[config.mk]
export PLATFORM = sky130hd
export DESIGN_NAME = selection_sort_swap_counter_flat
export DESIGN_NICKNAME = d
export VERILOG_FILES = /design/src/design/ssc_pkg.sv /design/src/design/ssc_ifs.sv /design/src/design/ssc_seq.sv /design/src/design/ssc_dp.sv /design/src/design/selection_sort_swap_counter.sv /design/src/flat_wrapper.sv
export SDC_FILE = /design/constraint.sdc
export NUM_CORES = 1
export LEC_CHECK = 0
export BUFFER_PORTS_ARGS = -buffer_cell sky130_fd_sc_hd__buf_2
export CAP_MARGIN = 20
export CORE_MARGIN = 10
export CORE_UTILIZATION = 60
export CTS_BUF_LIST = sky130_fd_sc_hd__clkbuf_8 sky130_fd_sc_hd__clkbuf_16
export DETAILED_ROUTE_END_ITERATION = 10
export PLACE_DENSITY = 0.76
export SYNTH_ARGS = -nofsm -noshare
export SYNTH_HDL_FRONTEND = slang
export SYNTH_SLANG_ARGS = --single-unit
[constraint.sdc]
create_clock -name clk -period 8.8 [get_ports clk]
set_input_delay 0.88 -clock clk [delete_from_list [all_inputs] [get_ports clk]]
set_output_delay 0.88 -clock clk [all_outputs]
set_load 0.02 [all_outputs]
[src/design/ssc_pkg.sv]
`timescale 1ns / 1ps
// Shared types for the selection-sort swap counter: step codes, control word,
// datapath status and the microcode table. No dependencies.
package ssc_pkg;

  localparam int SampleWidth = 16;
  localparam int SwapWidth   = 6;
  localparam int ItemWidth   = 7;

  typedef enum logic [3:0] {
    S_LOAD    = 4'd0,
    S_START   = 4'd1,
    S_RDPOS   = 4'd2,
    S_LDPOS   = 4'd3,
    S_SCAN    = 4'd4,
    S_LASTCMP = 4'd5,
    S_SWAPA   = 4'd6,
    S_SWAPB   = 4'd7,
    S_EMIT    = 4'd8
  } step_t;

  typedef enum logic [2:0] {
    C_ALWAYS   = 3'd0,
    C_IN_LAST  = 3'd1,
    C_POS_END  = 3'd2,
    C_SCAN_END = 3'd3,
    C_OUT_FREE = 3'd4
  } cond_t;

  typedef enum logic [1:0] {
    RD_NONE = 2'd0,
    RD_POS  = 2'd1,
    RD_SCAN = 2'd2
  } rd_sel_t;

  typedef enum logic [1:0] {
    WR_NONE     = 2'd0,
    WR_BEST_CUR = 2'd1,  // store[best_idx] <= cur_val
    WR_POS_BEST = 2'd2   // store[pos] <= best_val
  } wr_sel_t;

  typedef struct packed {
    logic    in_ready;
    rd_sel_t rd_sel;
    logic    ld_pos_val;
    logic    cmp;
    wr_sel_t wr_sel;
    logic    init;
    logic    set_scan;
    logic    scan_step;
    logic    pos_step;
    logic    emit;
    cond_t   cond;
    step_t   jump_true;
    step_t   jump_false;
  } ctrl_t;

  typedef struct packed {
    logic in_last;
    logic pos_end;
    logic scan_end;
    logic out_free;
  } stat_t;

  function automatic ctrl_t ucode(input step_t s);
    ctrl_t w;
    w = '0;
    w.cond       = C_ALWAYS;
    w.jump_true  = S_LOAD;
    w.jump_false = S_LOAD;
    unique case (s)
      S_LOAD: begin
        w.in_ready   = 1'b1;
        w.cond       = C_IN_LAST;
        w.jump_true  = S_START;
        w.jump_false = S_LOAD;
      end
      S_START: begin
        w.init      = 1'b1;
        w.jump_true = S_RDPOS;
      end
      S_RDPOS: begin
        w.rd_sel     = RD_POS;
        w.set_scan   = 1'b1;
        w.cond       = C_POS_END;
        w.jump_true  = S_EMIT;
        w.jump_false = S_LDPOS;
      end
      S_LDPOS: begin
        w.ld_pos_val = 1'b1;
        w.rd_sel     = RD_SCAN;
        w.scan_step  = 1'b1;
        w.cond       = C_SCAN_END;
        w.jump_true  = S_LASTCMP;
        w.jump_false = S_SCAN;
      end
      S_SCAN: begin
        w.cmp        = 1'b1;
        w.rd_sel     = RD_SCAN;
        w.scan_step  = 1'b1;
        w.cond       = C_SCAN_END;
        w.jump_true  = S_LASTCMP;
        w.jump_false = S_SCAN;
      end
      S_LASTCMP: begin
        w.cmp       = 1'b1;
        w.jump_true = S_SWAPA;
      end
      // with no swap both writes put back the value already there
      S_SWAPA: begin
        w.wr_sel    = WR_BEST_CUR;
        w.jump_true = S_SWAPB;
      end
      S_SWAPB: begin
        w.wr_sel    = WR_POS_BEST;
        w.pos_step  = 1'b1;
        w.jump_true = S_RDPOS;
      end
      S_EMIT: begin
        w.emit       = 1'b1;
        w.cond       = C_OUT_FREE;
        w.jump_true  = S_LOAD;
        w.jump_false = S_EMIT;
      end
      default: begin
        w.jump_true = S_LOAD;
      end
    endcase
    return w;
  endfunction

endpackage

[src/design/ssc_ifs.sv]
`timescale 1ns / 1ps
// Valid/ready channels for the sample requests and the result.
// Depends on ssc_pkg for field widths.
interface ssc_in_if;
  import ssc_pkg::*;
  logic                   valid;
  logic                   ready;
  logic [SampleWidth-1:0] sample_value;
  logic                   last_item;
  modport source (output valid, sample_value, last_item, input ready);
  modport sink (input valid, sample_value, last_item, output ready);
endinterface

interface ssc_out_if;
  import ssc_pkg::*;
  logic                 valid;
  logic                 ready;
  logic [SwapWidth-1:0] swap_total;
  logic [ItemWidth-1:0] item_total;
  logic                 overflow_flag;
  modport source (output valid, swap_total, item_total, overflow_flag, input ready);
  modport sink (input valid, swap_total, item_total, overflow_flag, output ready);
endinterface

[src/design/ssc_seq.sv]
`timescale 1ns / 1ps
// Microcode sequencer: step counter, control word lookup, conditional jumps.
// Depends on ssc_pkg.
module ssc_seq
  import ssc_pkg::*;
(
  input  logic  clk,
  input  logic  rst,
  input  stat_t stat,
  output ctrl_t ctrl
);

  step_t step;
  step_t step_next;
  logic  taken;

  always_comb begin
    ctrl = ucode(step);
    unique case (ctrl.cond)
      C_ALWAYS:   taken = 1'b1;
      C_IN_LAST:  taken = stat.in_last;
      C_POS_END:  taken = stat.pos_end;
      C_SCAN_END: taken = stat.scan_end;
      C_OUT_FREE: taken = stat.out_free;
      default:    taken = 1'b1;
    endcase
    step_next = taken ? ctrl.jump_true : ctrl.jump_false;
  end

  always_ff @(posedge clk) begin
    if (rst) begin
      step <= S_LOAD;
    end else begin
      step <= step_next;
    end
  end

endmodule

[src/design/ssc_dp.sv]
`timescale 1ns / 1ps
// Datapath: value store, run counters, min search registers, result register.
// Driven by the control word from ssc_seq. Depends on ssc_pkg, ssc_ifs.
module ssc_dp
  import ssc_pkg::*;
#(
  parameter int MAX_ITEMS   = 64,
  parameter int VALUE_WIDTH = 16
) (
  input  logic             clk,
  input  logic             rst,
  input  ctrl_t            ctrl,
  output stat_t            stat,
  ssc_in_if.sink           samples,
  ssc_out_if.source        result
);

  localparam int IW = $clog2(MAX_ITEMS);
  localparam int CW = $clog2(MAX_ITEMS + 1);

  logic [VALUE_WIDTH-1:0] store [MAX_ITEMS];
  logic [VALUE_WIDTH-1:0] rdata;

  logic [CW-1:0]          count;
  logic                   ovf;
  logic [IW-1:0]          pos;
  logic [IW-1:0]          scan;
  logic [IW-1:0]          cmp_idx;
  logic [IW-1:0]          best_idx;
  logic [VALUE_WIDTH-1:0] cur_val;
  logic [VALUE_WIDTH-1:0] best_val;
  logic [CW-1:0]          swaps;

  logic                   accept;
  logic                   room;
  logic                   out_free;
  logic                   fire;
  logic                   wr_en;
  logic [IW-1:0]          wr_addr;
  logic [VALUE_WIDTH-1:0] wr_data;
  logic                   rd_en;
  logic [IW-1:0]          rd_addr;
  logic [VALUE_WIDTH+SampleWidth-1:0] in_wide;
  logic [CW+ItemWidth-1:0] count_wide;
  logic [CW+SwapWidth-1:0] swaps_wide;

  assign samples.ready = ctrl.in_ready;
  assign accept        = samples.valid && ctrl.in_ready;
  assign room          = count < CW'(MAX_ITEMS);
  assign out_free      = !result.valid || result.ready;
  assign fire          = ctrl.emit && out_free;
  assign in_wide       = {{VALUE_WIDTH{1'b0}}, samples.sample_value};
  assign count_wide    = {{ItemWidth{1'b0}}, count};
  assign swaps_wide    = {{SwapWidth{1'b0}}, swaps};

  assign stat.in_last  = accept && samples.last_item;
  assign stat.pos_end  = (CW'(pos) + CW'(1)) >= count;
  assign stat.scan_end = CW'(scan) == (count - CW'(1));
  assign stat.out_free = out_free;

  // single write port: load, or one half of a swap
  always_comb begin
    wr_en   = 1'b0;
    wr_addr = count[IW-1:0];
    wr_data = in_wide[VALUE_WIDTH-1:0];
    unique case (ctrl.wr_sel)
      WR_BEST_CUR: begin
        wr_en   = 1'b1;
        wr_addr = best_idx;
        wr_data = cur_val;
      end
      WR_POS_BEST: begin
        wr_en   = 1'b1;
        wr_addr = pos;
        wr_data = best_val;
      end
      default: begin
        wr_en = accept && room;
      end
    endcase
  end

  always_comb begin
    rd_en   = ctrl.rd_sel != RD_NONE;
    rd_addr = (ctrl.rd_sel == RD_POS) ? pos : scan;
  end

  always_ff @(posedge clk) begin
    if (wr_en) begin
      store[wr_addr] <= wr_data;
    end
    if (rd_en) begin
      rdata <= store[rd_addr];
    end
  end

  // sort registers
  always_ff @(posedge clk) begin
    if (ctrl.init) begin
      pos   <= '0;
      swaps <= '0;
    end
    if (ctrl.set_scan) begin
      best_idx <= pos;
      scan     <= pos + IW'(1);
    end
    if (ctrl.ld_pos_val) begin
      cur_val  <= rdata;
      best_val <= rdata;
    end
    if (ctrl.cmp && (rdata < best_val)) begin
      best_val <= rdata;
      best_idx <= cmp_idx;
    end
    if (ctrl.scan_step) begin
      cmp_idx <= scan;
      scan    <= scan + IW'(1);
    end
    if (ctrl.pos_step) begin
      pos   <= pos + IW'(1);
      swaps <= swaps + CW'(best_idx != pos);
    end
  end

  // run bookkeeping and result register
  always_ff @(posedge clk) begin
    if (rst) begin
      count        <= '0;
      ovf          <= 1'b0;
      result.valid <= 1'b0;
    end else begin
      if (accept) begin
        if (room) begin
          count <= count + CW'(1);
        end else begin
          ovf <= 1'b1;
        end
      end
      if (fire) begin
        result.valid         <= 1'b1;
        result.swap_total    <= swaps_wide[SwapWidth-1:0];
        result.item_total    <= count_wide[ItemWidth-1:0];
        result.overflow_flag <= ovf;
        count                <= '0;
        ovf                  <= 1'b0;
      end else if (result.ready) begin
        result.valid <= 1'b0;
      end
    end
  end

endmodule

[src/design/selection_sort_swap_counter.sv]
`timescale 1ns / 1ps
// Loading: one sample request per cycle; the last one ends the run.
// Sort: pace set by the one-read, one-write port of the value store
//   (one compare per cycle, two writes per pass).
// The result is registered once the emit step finds the output free; loading resumes then.
// Reset (rst, synchronous): run count, overflow, step counter and result valid cleared.
// Top level; instantiates ssc_seq and ssc_dp. Depends on ssc_pkg, ssc_ifs.
module selection_sort_swap_counter
  import ssc_pkg::*;
#(
  parameter int MAX_ITEMS   = 64,
  parameter int VALUE_WIDTH = 16
) (
  input  logic      clk,
  input  logic      rst,
  ssc_in_if.sink    samples,
  ssc_out_if.source result
);

  ctrl_t ctrl;
  stat_t stat;

  ssc_seq u_seq (
    .clk  (clk),
    .rst  (rst),
    .stat (stat),
    .ctrl (ctrl)
  );

  ssc_dp #(
    .MAX_ITEMS   (MAX_ITEMS),
    .VALUE_WIDTH (VALUE_WIDTH)
  ) u_dp (
    .clk     (clk),
    .rst     (rst),
    .ctrl    (ctrl),
    .stat    (stat),
    .samples (samples),
    .result  (result)
  );

endmodule

[src/flat_wrapper.sv]
// flat-port wrapper written by rule: the top's interface ports become plain ports
module selection_sort_swap_counter_flat import ssc_pkg::*;
#(
  parameter int MAX_ITEMS   = 64,
  parameter int VALUE_WIDTH = 16
)
  (clk, rst, samples_valid, samples_sample_value, samples_last_item, samples_ready, result_valid, result_swap_total, result_item_total, result_overflow_flag, result_ready);
  ssc_in_if samples_i ();
  ssc_out_if result_i ();
  input  logic clk;
  input  logic rst;
  input wire logic [$bits(samples_i.valid)-1:0] samples_valid;
  input wire logic [$bits(samples_i.sample_value)-1:0] samples_sample_value;
  input wire logic [$bits(samples_i.last_item)-1:0] samples_last_item;
  output wire logic [$bits(samples_i.ready)-1:0] samples_ready;
  output wire logic [$bits(result_i.valid)-1:0] result_valid;
  output wire logic [$bits(result_i.swap_total)-1:0] result_swap_total;
  output wire logic [$bits(result_i.item_total)-1:0] result_item_total;
  output wire logic [$bits(result_i.overflow_flag)-1:0] result_overflow_flag;
  input wire logic [$bits(result_i.ready)-1:0] result_ready;
  assign samples_i.valid = samples_valid;
  assign samples_i.sample_value = samples_sample_value;
  assign samples_i.last_item = samples_last_item;
  assign samples_ready = samples_i.ready;
  assign result_valid = result_i.valid;
  assign result_swap_total = result_i.swap_total;
  assign result_item_total = result_i.item_total;
  assign result_overflow_flag = result_i.overflow_flag;
  assign result_i.ready = result_ready;
  selection_sort_swap_counter #(.MAX_ITEMS(MAX_ITEMS), .VALUE_WIDTH(VALUE_WIDTH)) u_core (.clk(clk), .rst(rst), .samples(samples_i), .result(result_i));
endmodule
Word level (Yosys, flattened, before mapping). Memory sizes are Yosys's and may differ from the RTL's. A register that Yosys moved wholly into a read port is not among the register bits. Index checks and enable logic that the tools add are counted.

Flip-flop bits (word level): 90. Memory bits (writable): 1024. Input port bits: 21. Logic and storage cells: 98. Memories: 1.

Memories: u_core.u_dp.store (depth 64, bits a word 16, rd ports 1, clocked after Yosys merged registers in 1, write ports 1, line ssc_dp.sv:21) `logic [VALUE_WIDTH-1:0] store [MAX_ITEMS];`.

Add/sub/neg operators: 6. $lt $le $gt $ge: 3. Equality and inequality tests: 17. Multiplexer cells: 33. Bitwise operators: 2. Reduce and logical (&&, ||, !) cells: 22.

Operators with widths (number): $mux W6 (7); $mux W16 (2); $pmux W16 S2 (1); $pmux W4 S6 (1); $eq A4 B3 Y1 const B (4); $lt A16 B16 Y1 (1); $mux W7 (2); $mux W1 (13); $add A6 B1 Y6 const B (2); $pmux W3 S4 (1); $pmux W4 S3 (1); $pmux W6 S2 (1); $reduce_bool A2 Y1 (6); $reduce_or A2 Y1 (5); $eq A4 B2 Y1 const B (2); $pmux W2 S2 (2); $add A6 B1 Y7 const B (1); $add A7 B1 Y7 (1); $add A7 B1 Y7 const B (1); $eq A6 B7 Y1 (1); $ge A7 B7 Y1 (1); $lt A7 B7 Y1 const B (1); $sub A7 B1 Y7 const B (1); $eq A3 B2 Y1 const B (2); other kinds (15) (23).

Logic depth before layout (Yosys ltp).
Depth after elaboration: 7. Mapped depth: 13. Gate-level depth less buffers: 12.

Hierarchy. A second synthesis with hierarchy kept.

Cell total of the unflattened synthesis: 3212. Area total of the unflattened synthesis: 45157.1 um^2.

By module, submodules not included: ssc_dp (instances 1, cells each 3139, area an instance 44680.4 um^2, sequential area each 33692.3 um^2); ssc_seq (instances 1, cells each 73, area an instance 476.7 um^2, sequential area each 80.1 um^2).

Worst setup path before layout. OpenSTA, ideal clock, no wires.

Path type: register -> register. Start: register u_core.u_seq.step[3]. End: memory u_core.u_dp.store[0][10] (data pin). Arrival: 4.603 ns. Data required time: 8.098 ns. Slack: 3.496 ns. Cell stages (with the launch flop): 11. Buffers on the path: 6. Cell sequence: dfxtp_1 > buf_6 > clkbuf_1 > nor2_1 > nand3_1 > clkbuf_1 > ha_1 > clkbuf_1 > clkbuf_1 > clkbuf_1 > o21ai_0.

Word-level cells in the longest chain between the ends: 4. Elaborated cells on any way between the ends: 6.

Ends and longest elaborated chain: start: declaration (line ssc_seq.sv:13) `step_t step;`; start signal: assignment (line ssc_seq.sv:34) `step <= step_next;`; $eq A4 B3 Y1 (line ssc_pkg.sv:71) `unique case (s)`; $pmux W2 S2 * (line ssc_pkg.sv:71); $eq A2 B2 Y1 / $eq A2 B1 Y1 (equally long branches) (line ssc_dp.sv:66) `unique case (ctrl.wr_sel)`; $pmux W16 S2 * (line ssc_dp.sv:66); net u_core.u_dp.wr_data[10] (line ssc_dp.sv:40) `logic [VALUE_WIDTH-1:0] wr_data;`; end: declaration (line ssc_dp.sv:21).

The timed path passes the listed nets; every way through them passes the cells marked *.

Worst setup path in the final report.
Start: register u_core.u_seq.step[1]. End: register u_core.u_dp.rdata[0] (read register of u_core.u_dp.store) (data pin).

Word-level cells in the longest chain between the ends: 5. Elaborated cells on any way between the ends: 8.

Ends and longest elaborated chain: $eq A4 B3 Y1 / $eq A4 B2 Y1 (equally long branches) (line ssc_pkg.sv:71); $reduce_or A2 Y1 (no source line); $pmux W2 S2 * (line ssc_pkg.sv:71); $eq A2 B1 Y1 (line ssc_dp.sv:85) `rd_addr = (ctrl.rd_sel == RD_POS) ? pos : scan;`; $mux W6 (line ssc_dp.sv:85); end: declaration (line ssc_dp.sv:22) `logic [VALUE_WIDTH-1:0] rdata;`.

Every way passes the cells marked *; elsewhere a longest branch is shown, timed or not. A chain may end at the register's enable or synchronous reset.

==> flow_summary.json <==
{
  "outcome": "finished, final reports clean",
  "port_buffers": 36,
  "synthesis.area_um2": 44860,
  "cts-htree-levels": 3,
  "drtPass1Iterations": 9,
  "io-pin-count": 37,
  "crit_required_ns": 9.20,
  "synth_top_family_by_area": "simple AND/OR/NAND/NOR gates",
  "holdBufCountCts": 0,
  "crit_path_end_kind": "register",
  "hold_class": "reg -> reg",
  "die_area_um2": 86110,
  "grt_max_degree": 231,
  "p_per_area_nw_per_um2": 297.4,
  "layout-drive-gt1-share_pct": 12.75,
  "placed_cell_area_um2": 46310,
  "yosys_warnings": 0,
  "ant_nets": 0,
  "peakVddDrop_mv": 0.2901,
  "critPathKind": "reg -> reg",
  "antenna_found_initial": 2,
  "die_y_um": 293.4,
  "cts-root-buf": "clkbuf_16",
  "maxSlewViolCount": 0,
  "area_delta_synth_final_pct": 11.54,
  "hold_ws_ns": 0.4560,
  "synthTopCellsByArea": "edfxtp_1 75%, nand2_1 6.3%, mux4_2 3.0%",
  "syn_area_per_cell_um2": 14.74,
  "cts_tree": "yes",
  "r2r_end": "u_core.u_dp.rdata[0]",
  "cts_buffers": 109,
  "yosysMostFrequentCell": "edfxtp_1",
  "async_flop_share_pct": 0,
  "synthXorXnorAreaFrac_pct": 0.6052,
  "r2r_setup_slack_ns": 3.79,
  "synth_fp_nets": 3095,
  "hold_path.startpoint": "u_core.u_dp.ovf",
  "synthAdderAreaFrac_pct": 0.8367,
  "synthMuxAreaShare_pct": 4.460,
  "place.gp.congestion": 0.9383,
  "rsz0062_at_grt": "false",
  "rr_startpoint": "u_core.u_seq.step[1]",
  "vias": 27533,
  "die_w_um": 293.4,
  "worst_slew_margin_rel_pct": 22.76,
  "yosysTopAreaCell": "edfxtp_1",
  "clkTransAtPathRegs_ns": 0.07,
  "synth.distinct_cells": 56,
  "post_drt_via_cell_ratio": 6.592,
  "wl_per_cell_um": 28.31,
  "skew_ns": 0.04260,
  "drt_iter0_drc": 3910,
  "cts.sinks": 1129,
  "finalCriticalPeriod_ns": 5.008,
  "hold_viol_final": 0,
  "grt_use_total_pct": 27.22,
  "synth_top_flop_cell": "edfxtp_1",
  "cts_resized": 0,
  "synth_compound_gate_area_share_pct": 4.239,
  "grt_pass1_vias": 27071,
  "fin_nets": 3166,
  "reg2reg_depth": 8,
  "route.detailed.drc": 0,
  "synth_seq_cells": 1129,
  "start_util_pct": 60.36,
  "grt_pass1_wl_um": 174300,
  "hold_depth": 0,
  "seq_area_frac_synth_pct": 75.28,
  "worstSkewPairLatency_ns": 0.68,
  "std_cell_rows": 100,
  "place_hpwl_um": 66170,
  "finalSetupViolCount": 0,
  "synth_top_area_share_pct": 74.70,
  "p_leak_nw": 16.74,
  "design_area_um2": 50040,
  "worstPathArrival_ns": 5.41,
  "netlist_top_cells_count": "1116 x edfxtp_1, 750 x nand2_1, 246 x nand3_1",
  "max_freq_mhz": 199.7,
  "period_share_pct": 56.91,
  "cts_buffer_depth": 3,
  "setup_tns_ns": 0,
  "critPathMaxFanout": 66,
  "power.total_mw": 14.88,
  "drv_cap": 0,
  "overflow": 0,
  "startpoint_type": "register",
  "synthSimpleGateAreaFrac_pct": 12.19,
  "cts_setup_buffers": 0,
  "fp.coreArea_um2": 74320,
  "tightestPinTransition_ns": 1.159,
  "wirelength_um": 118300,
  "synth_cells": 3044,
  "holdPathEnd": "u_core.u_dp.result.overflow_flag",
  "synth_edf_count": 1116
}
routing by layer:
metal  global-route usage, %  share of wire, %
met5                       0                 0
met4                   12.45               4.6
met3                   5.766                11
met2                   43.36                48
met1                   35.88                36
per-stage QoR:
step                utilization, %  cells  setup slack [ns]
finish                       67.33   4177             3.792
global route                 67.33   4176             3.668
CTS                          67.31   4175             3.911
detailed placement           62.32   3972             3.927
global placement             62.28   3969             4.025
floorplan                        -   3044             3.496
layout by cell type, fill, tap and decap left out, types with 6 or more instances in the layout:
cell type | netlist | layout
edfxtp_1 | 1116 | 1116
nand2_1 | 750 | 750
nand3_1 | 246 | 246
a31oi_1 | 118 | 118
clkbuf_16 | 0 | 111
nor2_1 | 95 | 92
buf_4 | 26 | 91
nand4_1 | 81 | 81
mux4_2 | 60 | 60
a22oi_1 | 54 | 54
mux2i_1 | 50 | 50
inv_1 | 29 | 45
a32oi_1 | 38 | 38
buf_2 | 66 | 36
clkinv_2 | 0 | 31
ha_1 | 30 | 29
and3_1 | 21 | 21
bufinv_16 | 0 | 18
xnor2_1 | 17 | 17
clkinv_1 | 0 | 17
o21ai_4 | 0 | 16
a21oi_1 | 16 | 16
nand4b_1 | 15 | 15
xor2_1 | 14 | 14
dfxtp_1 | 13 | 13
nand2b_1 | 10 | 10
o21ai_0 | 27 | 10
mux2_2 | 8 | 7
nor2b_1 | 6 | 6
flip-flops by register name, indices dropped and copies added (netlist names):
signal                            cells
u_core.u_dp.best_val                 16
u_core.u_dp.count                     7
u_core.u_dp.result.valid              1
u_core.u_dp.result.item_total         7
u_core.u_dp.result.swap_total         6
u_core.u_dp.scan                      6
u_core.u_dp.result.overflow_flag      1
u_core.u_dp.best_idx                  6
u_core.u_dp.pos                       6
u_core.u_dp.ovf                       1
u_core.u_seq.step                     4
u_core.u_dp.cmp_idx                   6
u_core.u_dp.rdata                    16
u_core.u_dp.store                  1024
u_core.u_dp.cur_val                  16
u_core.u_dp.swaps                     6
worst max-delay path by stage:
stage                          from                  endpoint  slack (ns)  cells past startpoint
2_1_floorplan  u_core.u_seq.step[3]  u_core.u_dp.store[0][10]        3.50                     10
3_3_place_gp   u_core.u_seq.step[1]      u_core.u_dp.rdata[7]        4.03                      8
3_5_place_dp   u_core.u_seq.step[1]      u_core.u_dp.rdata[7]        3.93                      8
4_1_cts        u_core.u_seq.step[1]     u_core.u_dp.rdata[15]        3.91                      8
5_1_grt        u_core.u_seq.step[1]      u_core.u_dp.rdata[0]        3.67                      8
6_report       u_core.u_seq.step[1]      u_core.u_dp.rdata[0]        3.79                      8
where the power goes:
group / switching [mW] / internal (mW) / leakage, nW
Sequential: 0.210 / 6.19 / 10.2
Clock: 2.01 / 2.83 / 1.90
Combinational: 2.55 / 1.10 / 4.68
Total: 4.77 / 10.1 / 16.7
final cells by class:
cell class	instances	area, um^2
Sequential cell	1129	33770
Fill cell	4845	24280
Multi-Input combinational cell	1712	10250
Clock buffer	112	2791
Tap cell	969	1212
Timing Repair Buffer	134	985.9
Clock inverter	91	920.9
Inverter	29	108.9
Antenna cell	1	2.502
logic make-up (layout without fill, tap and decap cells):
kind of cell / count (synthesis) / count (layout)
AND/OR/NAND/NOR: 1250 / 1250
flip-flops: 1129 / 1129
AO/OA/AOI/OAI: 279 / 279
buffers and inverters: 203 / 366
multiplexers: 122 / 122
XOR/XNOR: 31 / 31
adder cells (fa/ha/maj): 30 / 30
other: 0 / 1
critical path: stages, from the launching register on:
cell	delay [ns]
dfxtp_1	0.58
or4b_4	0.69
mux2_4	0.67
nor2_4	0.90
buf_4	0.90
nand3_1	0.17
nand4_1	0.28
nand4_1	0.23
nand4b_1	0.26
No activity file was read; power rests on OpenSTA's default activity.
